`src/rtl/ttg_pkg.sv`:
```
package ttg_pkg;

    localparam int TIME_W  = 64;
    localparam int TOTAL_W = 40;

    localparam logic [TOTAL_W-1:0] TOTAL_MAX = 40'hFF_FFFF_FFFF;
    localparam logic [TIME_W-1:0]  HOUR_US   = 64'd3600 * 64'd1000000;

    typedef enum logic [2:0] {
        OP_PTT_ON  = 3'd0,
        OP_PTT_OFF = 3'd1,
        OP_TICK    = 3'd2,
        OP_QUERY   = 3'd3,
        OP_OPER    = 3'd4,
        OP_DEADMAN = 3'd5,
        OP_ARM     = 3'd6,
        OP_DISARM  = 3'd7
    } t_opcode;

    typedef enum logic [1:0] {
        REG_SESSION_LIMIT = 2'd0,
        REG_SLOT_LIMIT    = 2'd1,
        REG_PTT_TIMEOUT   = 2'd2,
        REG_INACT_TIMEOUT = 2'd3
    } t_reg_idx;

    // Request to the shared adder/subtractor
    typedef struct packed {
        logic [TIME_W-1:0] a;
        logic [TIME_W-1:0] b;
        logic              sub;
    } t_alu_req;

endpackage

```
`src/rtl/ttg_alu.sv`:
```
module ttg_alu (
    input  ttg_pkg::t_alu_req          i_req,
    output logic [ttg_pkg::TIME_W:0]   o_res
);

    logic [ttg_pkg::TIME_W:0] w_b;

    // Subtract as a + ~b + 1; the top bit is then the no-borrow flag (a >= b)
    assign w_b   = {1'b0, (i_req.sub ? ~i_req.b : i_req.b)};
    assign o_res = {1'b0, i_req.a} + w_b + (ttg_pkg::TIME_W + 1)'(i_req.sub);

endmodule

```
`src/rtl/transmit_time_guard.sv`:
```
// Transmit time guard: one event item in, one result item out. PTT on, arm,
// disarm and operator input go straight to the result register. PTT off adds
// a difference and an accumulate step, dead-man tick a difference and a check
// step, watchdog tick a difference, a check and, on timeout, an accumulate
// step; all three go straight to the result when there is nothing to time
// (PTT already off, guard disarmed or inactivity timeout zero). A budget query
// compares the session total with its limit, then the single 65-bit
// adder/subtractor walks the slot ring one entry a cycle through the ring's
// one registered read port. The input is not ready while an item is at work;
// a finished result waits in the output register while the next item is taken.
module transmit_time_guard #(
    parameter int SLOT_HISTORY = 16
) (
    input  logic        i_clk,
    input  logic        i_rst_n,
    // [2:0] opcode, [66:3] time_us
    input  logic [71:0] s_axis_tdata,
    input  logic        s_axis_tvalid,
    output logic        s_axis_tready,
    // [0] budget_ok, [1] force_ptt_off, [2] dead_man_fired, [3] ptt_active,
    // [4] armed_now, [44:5] session_tx_total_us, [49:45] slots_last_hour
    output logic [55:0] m_axis_tdata,
    output logic        m_axis_tvalid,
    input  logic        m_axis_tready,
    input  logic        psel,
    input  logic        penable,
    input  logic        pwrite,
    input  logic [4:0]  paddr,
    input  logic [63:0] pwdata,
    output logic [63:0] prdata,
    output logic        pready
);

    localparam int PTR_W = (SLOT_HISTORY > 1) ? $clog2(SLOT_HISTORY) : 1;
    localparam int CNT_W = $clog2(SLOT_HISTORY + 1);
    localparam int CW    = (CNT_W > 5) ? CNT_W : 5;
    localparam int CMP_W = (CNT_W > 8) ? CNT_W : 8;
    localparam int TW    = ttg_pkg::TIME_W;
    localparam int SW    = ttg_pkg::TOTAL_W;

    typedef enum logic [2:0] {
        S_IDLE,
        S_DIFF,
        S_CHK,
        S_ACCUM,
        S_QLIM,
        S_QRUN,
        S_QFIN,
        S_DONE
    } t_state;

    t_state r_state;

    // Configuration
    logic [SW-1:0] r_cfg_session;
    logic [7:0]    r_cfg_slots;
    logic [31:0]   r_cfg_ptt_to;
    logic [31:0]   r_cfg_inact;

    // Guard state
    logic [TW-1:0]    r_slot_mem [SLOT_HISTORY];
    logic [PTR_W-1:0] r_wptr;
    logic [CNT_W-1:0] r_filled;
    logic             r_ptt_on;
    logic [TW-1:0]    r_ptt_start;
    logic [SW-1:0]    r_total;
    logic             r_armed;
    logic [TW-1:0]    r_last_op;

    // Item in flight
    ttg_pkg::t_opcode r_op;
    logic [TW-1:0]    r_now;
    logic [TW:0]      r_acc;
    logic             r_ok;
    logic             r_forced;
    logic             r_fired;
    logic             r_lim_hit;
    logic [CNT_W-1:0] r_cnt;
    logic [CNT_W-1:0] r_rd_idx;
    logic             r_rd_vld;
    logic             r_df_vld;
    logic [TW-1:0]    r_rd_data;

    logic [55:0] r_out_data;
    logic        r_out_valid;

    ttg_pkg::t_alu_req w_req;
    logic [TW:0]       w_res;
    logic              w_accept;
    ttg_pkg::t_opcode  w_op;
    logic [TW-1:0]     w_time;
    logic              w_wr_en;
    logic              w_rd_en;
    logic              w_sat;
    logic [SW-1:0]     w_new_total;
    logic [CW-1:0]     w_cnt_ext;
    logic [4:0]        w_slots;
    logic              w_slot_hit;
    logic              w_cfg_wr;

    assign w_accept = s_axis_tvalid && s_axis_tready;
    assign w_op     = ttg_pkg::t_opcode'(s_axis_tdata[2:0]);
    assign w_time   = s_axis_tdata[66:3];
    assign w_wr_en  = w_accept && (w_op == ttg_pkg::OP_PTT_ON);
    assign w_rd_en  = (r_state == S_QRUN) && (r_rd_idx < r_filled);

    assign s_axis_tready = (r_state == S_IDLE);
    assign m_axis_tvalid = r_out_valid;
    assign m_axis_tdata  = r_out_data;
    assign pready        = 1'b1;
    assign w_cfg_wr      = psel && penable && pwrite;

    always_comb begin
        unique case (ttg_pkg::t_reg_idx'(paddr[4:3]))
            ttg_pkg::REG_SESSION_LIMIT: prdata = 64'(r_cfg_session);
            ttg_pkg::REG_SLOT_LIMIT:    prdata = 64'(r_cfg_slots);
            ttg_pkg::REG_PTT_TIMEOUT:   prdata = 64'(r_cfg_ptt_to);
            ttg_pkg::REG_INACT_TIMEOUT: prdata = 64'(r_cfg_inact);
            default:                    prdata = '0;
        endcase
    end

    // Drive the shared unit from the sequencer state
    always_comb begin
        w_req = '0;
        unique case (r_state)
            S_DIFF: begin
                w_req.a   = r_now;
                w_req.b   = (r_op == ttg_pkg::OP_DEADMAN) ? r_last_op : r_ptt_start;
                w_req.sub = 1'b1;
            end
            S_CHK: begin
                w_req.a   = r_acc[TW-1:0];
                w_req.b   = (r_op == ttg_pkg::OP_DEADMAN) ? TW'(r_cfg_inact)
                                                          : TW'(r_cfg_ptt_to);
                w_req.sub = 1'b1;
            end
            S_ACCUM: begin
                w_req.a   = TW'(r_total);
                w_req.b   = r_acc[TW-1:0];
                w_req.sub = 1'b0;
            end
            S_QLIM: begin
                w_req.a   = TW'(r_total);
                w_req.b   = TW'(r_cfg_session);
                w_req.sub = 1'b1;
            end
            S_QRUN: begin
                w_req.a   = r_now;
                w_req.b   = r_rd_data;
                w_req.sub = 1'b1;
            end
            default: w_req = '0;
        endcase
    end

    ttg_alu u_alu (
        .i_req (w_req),
        .o_res (w_res)
    );

    // Saturate when total + elapsed reaches the maximum
    assign w_sat       = (|w_res[TW:SW]) || (&w_res[SW-1:0]);
    assign w_new_total = w_sat ? ttg_pkg::TOTAL_MAX : w_res[SW-1:0];

    assign w_cnt_ext  = CW'(r_cnt);
    assign w_slots    = (w_cnt_ext > CW'(31)) ? 5'd31 : w_cnt_ext[4:0];
    assign w_slot_hit = (r_cfg_slots != 8'd0) && (CMP_W'(r_cnt) >= CMP_W'(r_cfg_slots));

    always_ff @(posedge i_clk) begin
        if (w_wr_en) begin
            r_slot_mem[r_wptr] <= w_time;
        end
        if (w_rd_en) begin
            r_rd_data <= r_slot_mem[r_rd_idx[PTR_W-1:0]];
        end
    end

    always_ff @(posedge i_clk) begin
        if (!i_rst_n) begin
            r_cfg_session <= '0;
            r_cfg_slots   <= '0;
            r_cfg_ptt_to  <= '0;
            r_cfg_inact   <= '0;
        end else if (w_cfg_wr) begin
            unique case (ttg_pkg::t_reg_idx'(paddr[4:3]))
                ttg_pkg::REG_SESSION_LIMIT: r_cfg_session <= pwdata[SW-1:0];
                ttg_pkg::REG_SLOT_LIMIT:    r_cfg_slots   <= pwdata[7:0];
                ttg_pkg::REG_PTT_TIMEOUT:   r_cfg_ptt_to  <= pwdata[31:0];
                ttg_pkg::REG_INACT_TIMEOUT: r_cfg_inact   <= pwdata[31:0];
                default: ;
            endcase
        end
    end

    always_ff @(posedge i_clk) begin
        if (!i_rst_n) begin
            r_state     <= S_IDLE;
            r_wptr      <= '0;
            r_filled    <= '0;
            r_ptt_on    <= 1'b0;
            r_ptt_start <= '0;
            r_total     <= '0;
            r_armed     <= 1'b0;
            r_last_op   <= '0;
            r_rd_vld    <= 1'b0;
            r_df_vld    <= 1'b0;
            r_out_valid <= 1'b0;
        end else begin
            // S_DONE drives the output valid itself
            if (m_axis_tready && (r_state != S_DONE)) begin
                r_out_valid <= 1'b0;
            end
            unique case (r_state)
                S_IDLE: begin
                    if (w_accept) begin
                        r_op      <= w_op;
                        r_now     <= w_time;
                        r_ok      <= 1'b0;
                        r_forced  <= 1'b0;
                        r_fired   <= 1'b0;
                        r_lim_hit <= 1'b0;
                        r_cnt     <= '0;
                        unique case (w_op)
                            ttg_pkg::OP_PTT_ON: begin
                                r_ptt_on    <= 1'b1;
                                r_ptt_start <= w_time;
                                r_wptr <= (r_wptr == PTR_W'(SLOT_HISTORY - 1)) ? '0
                                                                               : r_wptr + 1'b1;
                                if (r_filled != CNT_W'(SLOT_HISTORY)) begin
                                    r_filled <= r_filled + 1'b1;
                                end
                                r_state <= S_DONE;
                            end
                            ttg_pkg::OP_PTT_OFF, ttg_pkg::OP_TICK: begin
                                r_state <= r_ptt_on ? S_DIFF : S_DONE;
                            end
                            ttg_pkg::OP_QUERY: begin
                                r_state <= S_QLIM;
                            end
                            ttg_pkg::OP_OPER: begin
                                r_last_op <= w_time;
                                r_state   <= S_DONE;
                            end
                            ttg_pkg::OP_DEADMAN: begin
                                r_state <= (r_armed && (r_cfg_inact != 32'd0)) ? S_DIFF
                                                                               : S_DONE;
                            end
                            ttg_pkg::OP_ARM: begin
                                r_armed   <= 1'b1;
                                r_last_op <= w_time;
                                r_state   <= S_DONE;
                            end
                            ttg_pkg::OP_DISARM: begin
                                r_armed <= 1'b0;
                                r_state <= S_DONE;
                            end
                            default: r_state <= S_DONE;
                        endcase
                    end
                end
                S_DIFF: begin
                    r_acc   <= w_res;
                    r_state <= (r_op == ttg_pkg::OP_PTT_OFF) ? S_ACCUM : S_CHK;
                end
                S_CHK: begin
                    if (w_res[TW]) begin
                        if (r_op == ttg_pkg::OP_DEADMAN) begin
                            r_armed <= 1'b0;
                            r_fired <= 1'b1;
                            r_state <= S_DONE;
                        end else begin
                            r_forced <= 1'b1;
                            r_state  <= S_ACCUM;
                        end
                    end else begin
                        r_state <= S_DONE;
                    end
                end
                S_ACCUM: begin
                    r_total  <= w_new_total;
                    r_ptt_on <= 1'b0;
                    r_state  <= S_DONE;
                end
                S_QLIM: begin
                    r_lim_hit <= (r_cfg_session != '0) && w_res[TW];
                    r_rd_idx  <= '0;
                    r_rd_vld  <= 1'b0;
                    r_df_vld  <= 1'b0;
                    r_state   <= S_QRUN;
                end
                S_QRUN: begin
                    // read, subtract and compare run one entry apart
                    if (w_rd_en) begin
                        r_rd_idx <= r_rd_idx + 1'b1;
                    end
                    r_rd_vld <= w_rd_en;
                    r_df_vld <= r_rd_vld;
                    if (r_rd_vld) begin
                        r_acc <= w_res;
                    end
                    if (r_df_vld && (r_acc[TW-1:0] < ttg_pkg::HOUR_US)) begin
                        r_cnt <= r_cnt + 1'b1;
                    end
                    if (!w_rd_en && !r_rd_vld && !r_df_vld) begin
                        r_state <= S_QFIN;
                    end
                end
                S_QFIN: begin
                    r_ok    <= !r_lim_hit && !w_slot_hit;
                    r_state <= S_DONE;
                end
                S_DONE: begin
                    if (!r_out_valid || m_axis_tready) begin
                        r_out_data  <= {6'd0,
                                        (r_op == ttg_pkg::OP_QUERY) ? w_slots : 5'd0,
                                        r_total, r_armed, r_ptt_on,
                                        r_fired, r_forced, r_ok};
                        r_out_valid <= 1'b1;
                        r_state     <= S_IDLE;
                    end
                end
                default: r_state <= S_IDLE;
            endcase
        end
    end

    a_filled_bound: assert property (@(posedge i_clk) disable iff (!i_rst_n)
        r_filled <= CNT_W'(SLOT_HISTORY))
        else $error("slot fill count beyond ring depth");

    a_busy_after_accept: assert property (@(posedge i_clk) disable iff (!i_rst_n)
        w_accept |=> !s_axis_tready)
        else $error("input ready right after an accepted item");

    a_forced_releases: assert property (@(posedge i_clk) disable iff (!i_rst_n)
        m_axis_tvalid && m_axis_tdata[1] |-> !m_axis_tdata[3])
        else $error("forced release reported with PTT still active");

    a_fired_disarms: assert property (@(posedge i_clk) disable iff (!i_rst_n)
        m_axis_tvalid && m_axis_tdata[2] |-> !m_axis_tdata[4])
        else $error("dead-man fire reported while still armed");

    a_total_monotonic: assert property (@(posedge i_clk) disable iff (!i_rst_n)
        $past(i_rst_n) |-> (r_total >= $past(r_total)))
        else $error("session total decreased");

endmodule
```
`config.mk`:
```
export PLATFORM = sky130hd
export DESIGN_NAME = transmit_time_guard
export DESIGN_NICKNAME = d
export VERILOG_FILES = /design/src/rtl/ttg_pkg.sv /design/src/rtl/ttg_alu.sv /design/src/rtl/transmit_time_guard.sv
export SDC_FILE = /design/constraint.sdc
export NUM_CORES = 2
export LEC_CHECK = 0
export BUFFER_PORTS_ARGS = -buffer_cell sky130_fd_sc_hd__buf_2
export CAP_MARGIN = 0
export CORE_ASPECT_RATIO = 1.5
export CORE_UTILIZATION = 55
export DETAILED_ROUTE_END_ITERATION = 7
export PLACE_DENSITY = 0.72
export SYNTH_ARGS = -nofsm -noshare
export SYNTH_HDL_FRONTEND = slang
export SYNTH_HIERARCHICAL = 1
export SYNTH_SLANG_ARGS = --single-unit
export TNS_END_PERCENT = 1
```
`constraint.sdc`:
```
create_clock -name i_clk -period 12.1 [get_ports i_clk]
set_input_delay 0.605 -clock i_clk [delete_from_list [all_inputs] [get_ports i_clk]]
set_output_delay 0.605 -clock i_clk [all_outputs]
set_load 0.01 [all_outputs]
```
# Word level (Yosys, flattened, before mapping)
# Memory sizes are Yosys's and may differ from the RTL's. A register that Yosys moved wholly into a read port is not among the register bits.
# Cells that the tools add are included.
[word_totals]
register_bits = 492
latch_bits = 0
ramBits = 1024
mem_bits_ro = 0
output_inout_bits = 123
word_cells = 180
n_memories = 1
[op_classes]
n_addsub = 6
mul = 0
div_mod_pow = 0
n_lt_le_gt_ge = 4
eq_ne = 34
n_shift = 0
n_mux = 49
bitwise_logic = 1
reduce_logical = 59
[mem_list]
columns = ["memory", "words", "width", "read_ports", "rd_ports_with_merged_regs", "wr", "line", "text"]
rows = [
  ["r_slot_mem", 16, 64, 1, 1, 1, "transmit_time_guard.sv:61", "logic [TW-1:0] r_slot_mem [SLOT_HISTORY];"],
]
[op_table]
columns = ["cell", "count"]
rows = [
  ["$pmux 129 s5", 1],
  ["$pmux 64 s4", 1],
  ["$mux 64", 3],
  ["$pmux 64 s2", 1],
  ["$add 64x64->65", 1],
  ["$add 65x1->65", 1],
  ["$lt 64x32->1 const B", 1],
  ["$not 64->64", 1],
  ["$mux 40", 1],
  ["$reduce_and 40->1", 1],
  ["$reduce_bool 40->1", 1],
  ["$mux 32", 1],
  ["$reduce_bool 32->1", 1],
  ["$reduce_and 3->1", 10],
  ["$eq 3x3->1 const B", 9],
  ["$reduce_or 25->1", 1],
  ["$mux 3", 7],
  ["$pmux 3 s7", 1],
  ["$mux 5", 4],
  ["$pmux 5 s2", 2],
  ["$pmux 1 s2", 9],
  ["$mux 1", 16],
  ["$add 5x1->5 const B", 3],
  ["$eq 3x2->1 const B", 5],
  ["27 further kinds", 71],
]

# Depth between registers and ports, before layout
[depth]
word_depth = 10
mapped_depth = 29
ltp_nobuf = 21

# Modules after synthesis
# Netlist, hierarchy kept.
[by_module_without_submodules]
columns = ["module", "n_inst", "cells_per_inst", "area_each_um2", "seq_area_each_um2"]
rows = [
  ["transmit_time_guard", 1, 3734, 62985.4, 44472.7],
  ["ttg_alu", 1, 629, 4305.4, 0.0],
]

# Worst setup path before layout
# OpenSTA, ideal clock, no wires.
[synth_timing]
path_kind = "input to register"
from = "input port s_axis_tvalid"
to = "memory r_slot_mem[1][0] in the netlist's numbering, enable pin"
setup_ns = 0.565
arrival_ns = 6.015
t_required_ns = 11.535
slack_ns = 5.520
stages = 6
n_path_buf = 2
cell_sequence = "or4b_4 > nor4_4 > buf_4 > buf_4 > nand2_1 > nor3_1"
[synth_between]
elab_chain_len = 4
[synth_lines]
columns = ["element", "line", "text"]
rows = [
  ["from (decl)", "transmit_time_guard.sv:18", "input logic s_axis_tvalid,"],
  ["$logic_and 1x1->1", "transmit_time_guard.sv:101", "assign w_accept = s_axis_tvalid && s_axis_tready;"],
  ["$logic_and 1x1->1", "transmit_time_guard.sv:104", "assign w_wr_en = w_accept && (w_op == ttg_pkg::OP_PTT_ON);"],
  ["$mux 1", "transmit_time_guard.sv:171", "if (w_wr_en) begin"],
  ["$mux 1 (not written as such)", "transmit_time_guard.sv:172", "r_slot_mem[r_wptr] <= w_time;"],
  ["to (decl)", "transmit_time_guard.sv:61", ""],
]
# No other way between the ends.

==> summary by stage <==
Global routing
The number of global-route vias before repair came to 40,100. The maximum number of pins on one net before global-route repair is 145. The total overflow left after global routing is 0. The initial antenna violation count was 12. The global-route wire length before repair is 267 mm. Across every metal layer, demand over resource in global routing totals 29.7%.

Worst setup path
At the worst endpoint, the required time is 12.76 ns. For the worst setup path, the data arrival time is 9.50 ns. Of all nets on the critical path, the largest fanout is 72. Counting cells, the worst reg-to-reg path comes to 23. The type of destination of the critical path is a flop. STA classifies the critical path startpoint as a flop. The kind of critical path is flop to flop.

Yosys
The most used flip-flop cell after synthesis is edfxtp_1. After synthesis, the largest family of logic cells by area is multiplexers. Of all flip-flops after synthesis, the portion carrying an async set or reset was 0%. The sequential element share of the synthesized area is 66.1%. In this run the mean area of a mapped cell was 15.4 um^2.

The netlist uses 89 different library cells. The count of flip-flops with a built-in enable after synthesis is 1,283. The total of warnings raised by yosys is 6. The synthesized netlist occupies a cell area of 67,300 um^2. The synthesized netlist devotes 8.30% of its cell area to compound gates. The multiplexer fraction of the synthesized cell area is 13.7%. Summing the areas of all fa, ha and maj instances in the mapped netlist gives 1.57% of the synthesized area. After Yosys synthesis, and, or, nand and nor cells account for 6.27% of the synthesized area. After Yosys synthesis, XOR and XNOR cells account for 1.71% of the synthesized area. The post-synthesis sequential element count is 1,580.

The count of mapped cells out of synthesis is 4,363.

Timing
The worst pin sits at a relative slew slack of 24.3%. Summed over all failing endpoints, the final setup total negative slack is 0 ns. The number of failing hold endpoints at the final stage is 0. Between clock sinks in the finished design, the worst skew comes to 0.0272 ns. In the post-route analysis, the smallest setup slack over all paths is 3.26 ns.

The post-route minimum period is 8.84 ns. The post-route clock period utilization is 73.1%. The final number of max-transition violations was 0. Setup repair after global routing left no endpoint under its margin. Setup violations remaining at the end of the flow were counted as 0. The worst-margin pin slew is 1.13 ns. Derived from the worst setup path, the maximum achievable clock frequency is 0.113 GHz.

Drt
The pre-antenna-repair detailed-routing pass consisted of 8 iterations. After the first detailed-routing iteration, the DRC count stood at 4,433. The detailed-route vias per instance is 6.51. In the routed design, unresolved DRC markers number 130.

In the final routed layout, each cell accounts on average for 29.5 um. Summing over every cut layer, the via total after detailed routing is 40,400. The total routed wirelength is 183 mm. The detail route stage leaves a number of antenna-violating nets equal to 0.

CTS
For the worst-skew pair, the clock arrives at the later sink with an insertion delay of 0.78 ns. Clock-pin slew was measured on the worst setup and hold paths at 0.07 ns. The maximum count of clock buffers along a single path is 3.

Clock tree synthesis found a total of 1,580 sinks. In this run, post-CTS hold repair placed 0 buffers. The number of clock buffers added by TritonCTS is 144. The number of buffers inserted by post-CTS setup repair is 0. The TritonCTS clock tree is yes. The number of gates resized after CTS was 0. The tree is rooted in a clkbuf_16. The H-tree was split into 4 levels.

Floorplanning
The die outline area is 124,000 um^2. The total area inside the core boundary comes to 121,000 um^2. The die is 288 um wide.

Row generation in the floorplan step produced 156 rows. Once the floorplan was initialized, standard cells occupied 55.6% of the core. Pin placement for this block handled 271 I/O pins. The chip height is 430 um.

Status
The checks that failed: design-rule violations. The flow ran to the end, but the final reports show violations.

Finish
The synthesis-to-finish area growth is 10.8%. The final layout contains 4,724 nets. The utilization of the core after routing is 61.6%. The ratio of cells with drive above 1 in the final layout is 21.5%. Fill cells in the final layout number 8,667.

Min path
The worst hold path belongs to the class primary input to flop. The worst hold path was traced through 3 stages.

Power and ir drop
For this design the ratio of total power to cell area is 195 nW/um^2. The highest ir drop seen on vdd is 160 uV. The static leakage is 24.9 nW.

Job
The total of max-cap violations is 0.

Placement
The placer's final routability congestion estimate is 0.966. Port buffering added 207 buffers. Once detailed placement completed, the half-perimeter wirelength came to 111 mm.

The pre-CTS setup slack is 3.41 ns.
layout by cell type, fill, tap and decap left out, types with 90 or more instances in the layout:
cell type / count
mux2i_1: 93
dfxtp_1: 296
xor2_1: 90
clkbuf_16: 147
nand2_1: 556
nor2_1: 151
a21oi_1: 102
mux4_2: 328
a21boi_0: 228
buf_2: 206
edfxtp_1: 1283
state kept, by name, summed over array words and instances (netlist names), 5 cells and up:
signal	flops
m_axis_tdata	50
r_acc	64
r_cfg_inact	32
r_cfg_ptt_to	32
r_cfg_session	40
r_cfg_slots	8
r_cnt	5
r_filled	5
r_last_op	64
r_now	64
r_ptt_start	64
r_rd_data	64
r_rd_idx	5
r_slot_mem	1024
r_total	40
cell families after synthesis:
| group | after synthesis |
|---|---|
| adder cells (fa/ha/maj) | 84 |
| multiplexers | 503 |
| flip-flops | 1580 |
| AND/OR/NAND/NOR | 960 |
| XOR/XNOR | 131 |
| buffers and inverters | 352 |
| AO/OA/AOI/OAI | 751 |
| other | 2 |
cell usage after synthesis, types with 5 or more instances:
cell,count,share of area [%]
o21ai_0,59,0.44
o22ai_1,58,0.54
a22oi_1,51,0.57
nand3_1,30,0.22
o21a_1,11,0.12
nand2_1,557,3.1
o221a_2,39,0.65
a21oi_1,102,0.76
buf_1,27,0.15
clkbuf_1,189,1.1
mux2_2,82,1.4
buf_2,62,0.46
o31ai_1,5,0.056
xnor2_1,41,0.53
mux4_2,328,11
inv_1,28,0.16
buf_4,44,0.49
and3_1,9,0.084
ha_1,82,1.5
nor2_1,166,0.93
edfxtp_1,1283,57
a21o_1,18,0.20
mux2i_1,93,1.4
o21bai_1,9,0.10
a222oi_1,62,0.92
a22o_1,24,0.31
nor2b_1,26,0.24
xor2_1,90,1.2
a221oi_1,11,0.14
a21boi_1,11,0.12
nor4_1,38,0.35
a211oi_1,8,0.089
nand4_1,34,0.32
o211ai_1,5,0.056
a31oi_1,11,0.10
a21boi_0,228,2.5
and2_1,26,0.24
dfxtp_1,297,8.8
nand3b_1,5,0.056
nor3_1,28,0.21
nand2b_1,12,0.11
through the flow:
stage	hold WS (ns)	instance area, um^2	power, W	std cells
floorplan	0.400	67400	0.00886	4392
global placement	0.411	69700	0.00986	5927
detailed placement	0.408	69700	0.00986	5927
CTS	0.0381	74500	0.0145	6194
global route	0.0683	74500	0.0150	6197
finish	0.0829	74600	0.0145	6199
path summary, 6_finish.rpt:
kind / endpoint / from / slack (ns)
min: r_cfg_session[33] / pwdata[33] / 0.08
max: r_total[16] / r_state[2] / 3.26
max reg2reg: r_total[16] / r_state[2] / 3.26
min reg2reg: m_axis_tdata[2] / r_fired / 0.42
where the power goes:
part | internal (W) | leakage (nW) | switching (W)
sequential | 0.00618 | 14.0 | 0.000139
combinational | 0.00121 | 8.58 | 0.00231
clock | 0.00264 | 2.34 | 0.00204
total | 0.0100 | 24.9 | 0.00449
worst max-delay path, cell delays in order, from the launching register on:
cell       delay [ns]
dfxtp_1          0.73
nor2b_1          0.38
nand2_2          0.53
buf_4            0.55
and2_4           0.68
buf_4            0.73
nor2_1           0.20
fa_1             0.49
a21o_1           0.21
a221oi_2         0.34
nor3_1           0.12
o31ai_1          0.41
a21oi_1          0.29
nor2_1           0.28
o21ai_1          0.27
a2111oi_0        0.52
a211oi_1         0.10
buf_4            0.22
nor4_1           0.29
nand4_1          0.13
nor2_1           0.41
nand3_1          0.13
buf_4            0.35
o221a_2          0.33
area by class of cell:
| type | count | area (um^2) | area share [%] |
|---|---|---|---|
| multi-input cells | 2460 | 21600 | 28.9 |
| well taps | 1580 | 1980 | 2.65 |
| diodes | 5 | 12.5 | 0.0168 |
| flip-flops and latches | 1580 | 44500 | 59.7 |
| inverters | 30 | 113 | 0.151 |
| clock buffers | 175 | 3830 | 5.14 |
| clock inverters | 92 | 995 | 1.33 |
| repair buffers | 277 | 1590 | 2.14 |
routing by layer:
| layer | part of all wire [%] | GRT usage (%) |
|---|---|---|
| met5 | 0.063 | 0 |
| met1 | 37 | 38.3 |
| met3 | 7.8 | 5.10 |
| met4 | 4.9 | 14.0 |
| met2 | 50 | 49.1 |
No activity file was read; power rests on OpenSTA's default activity.
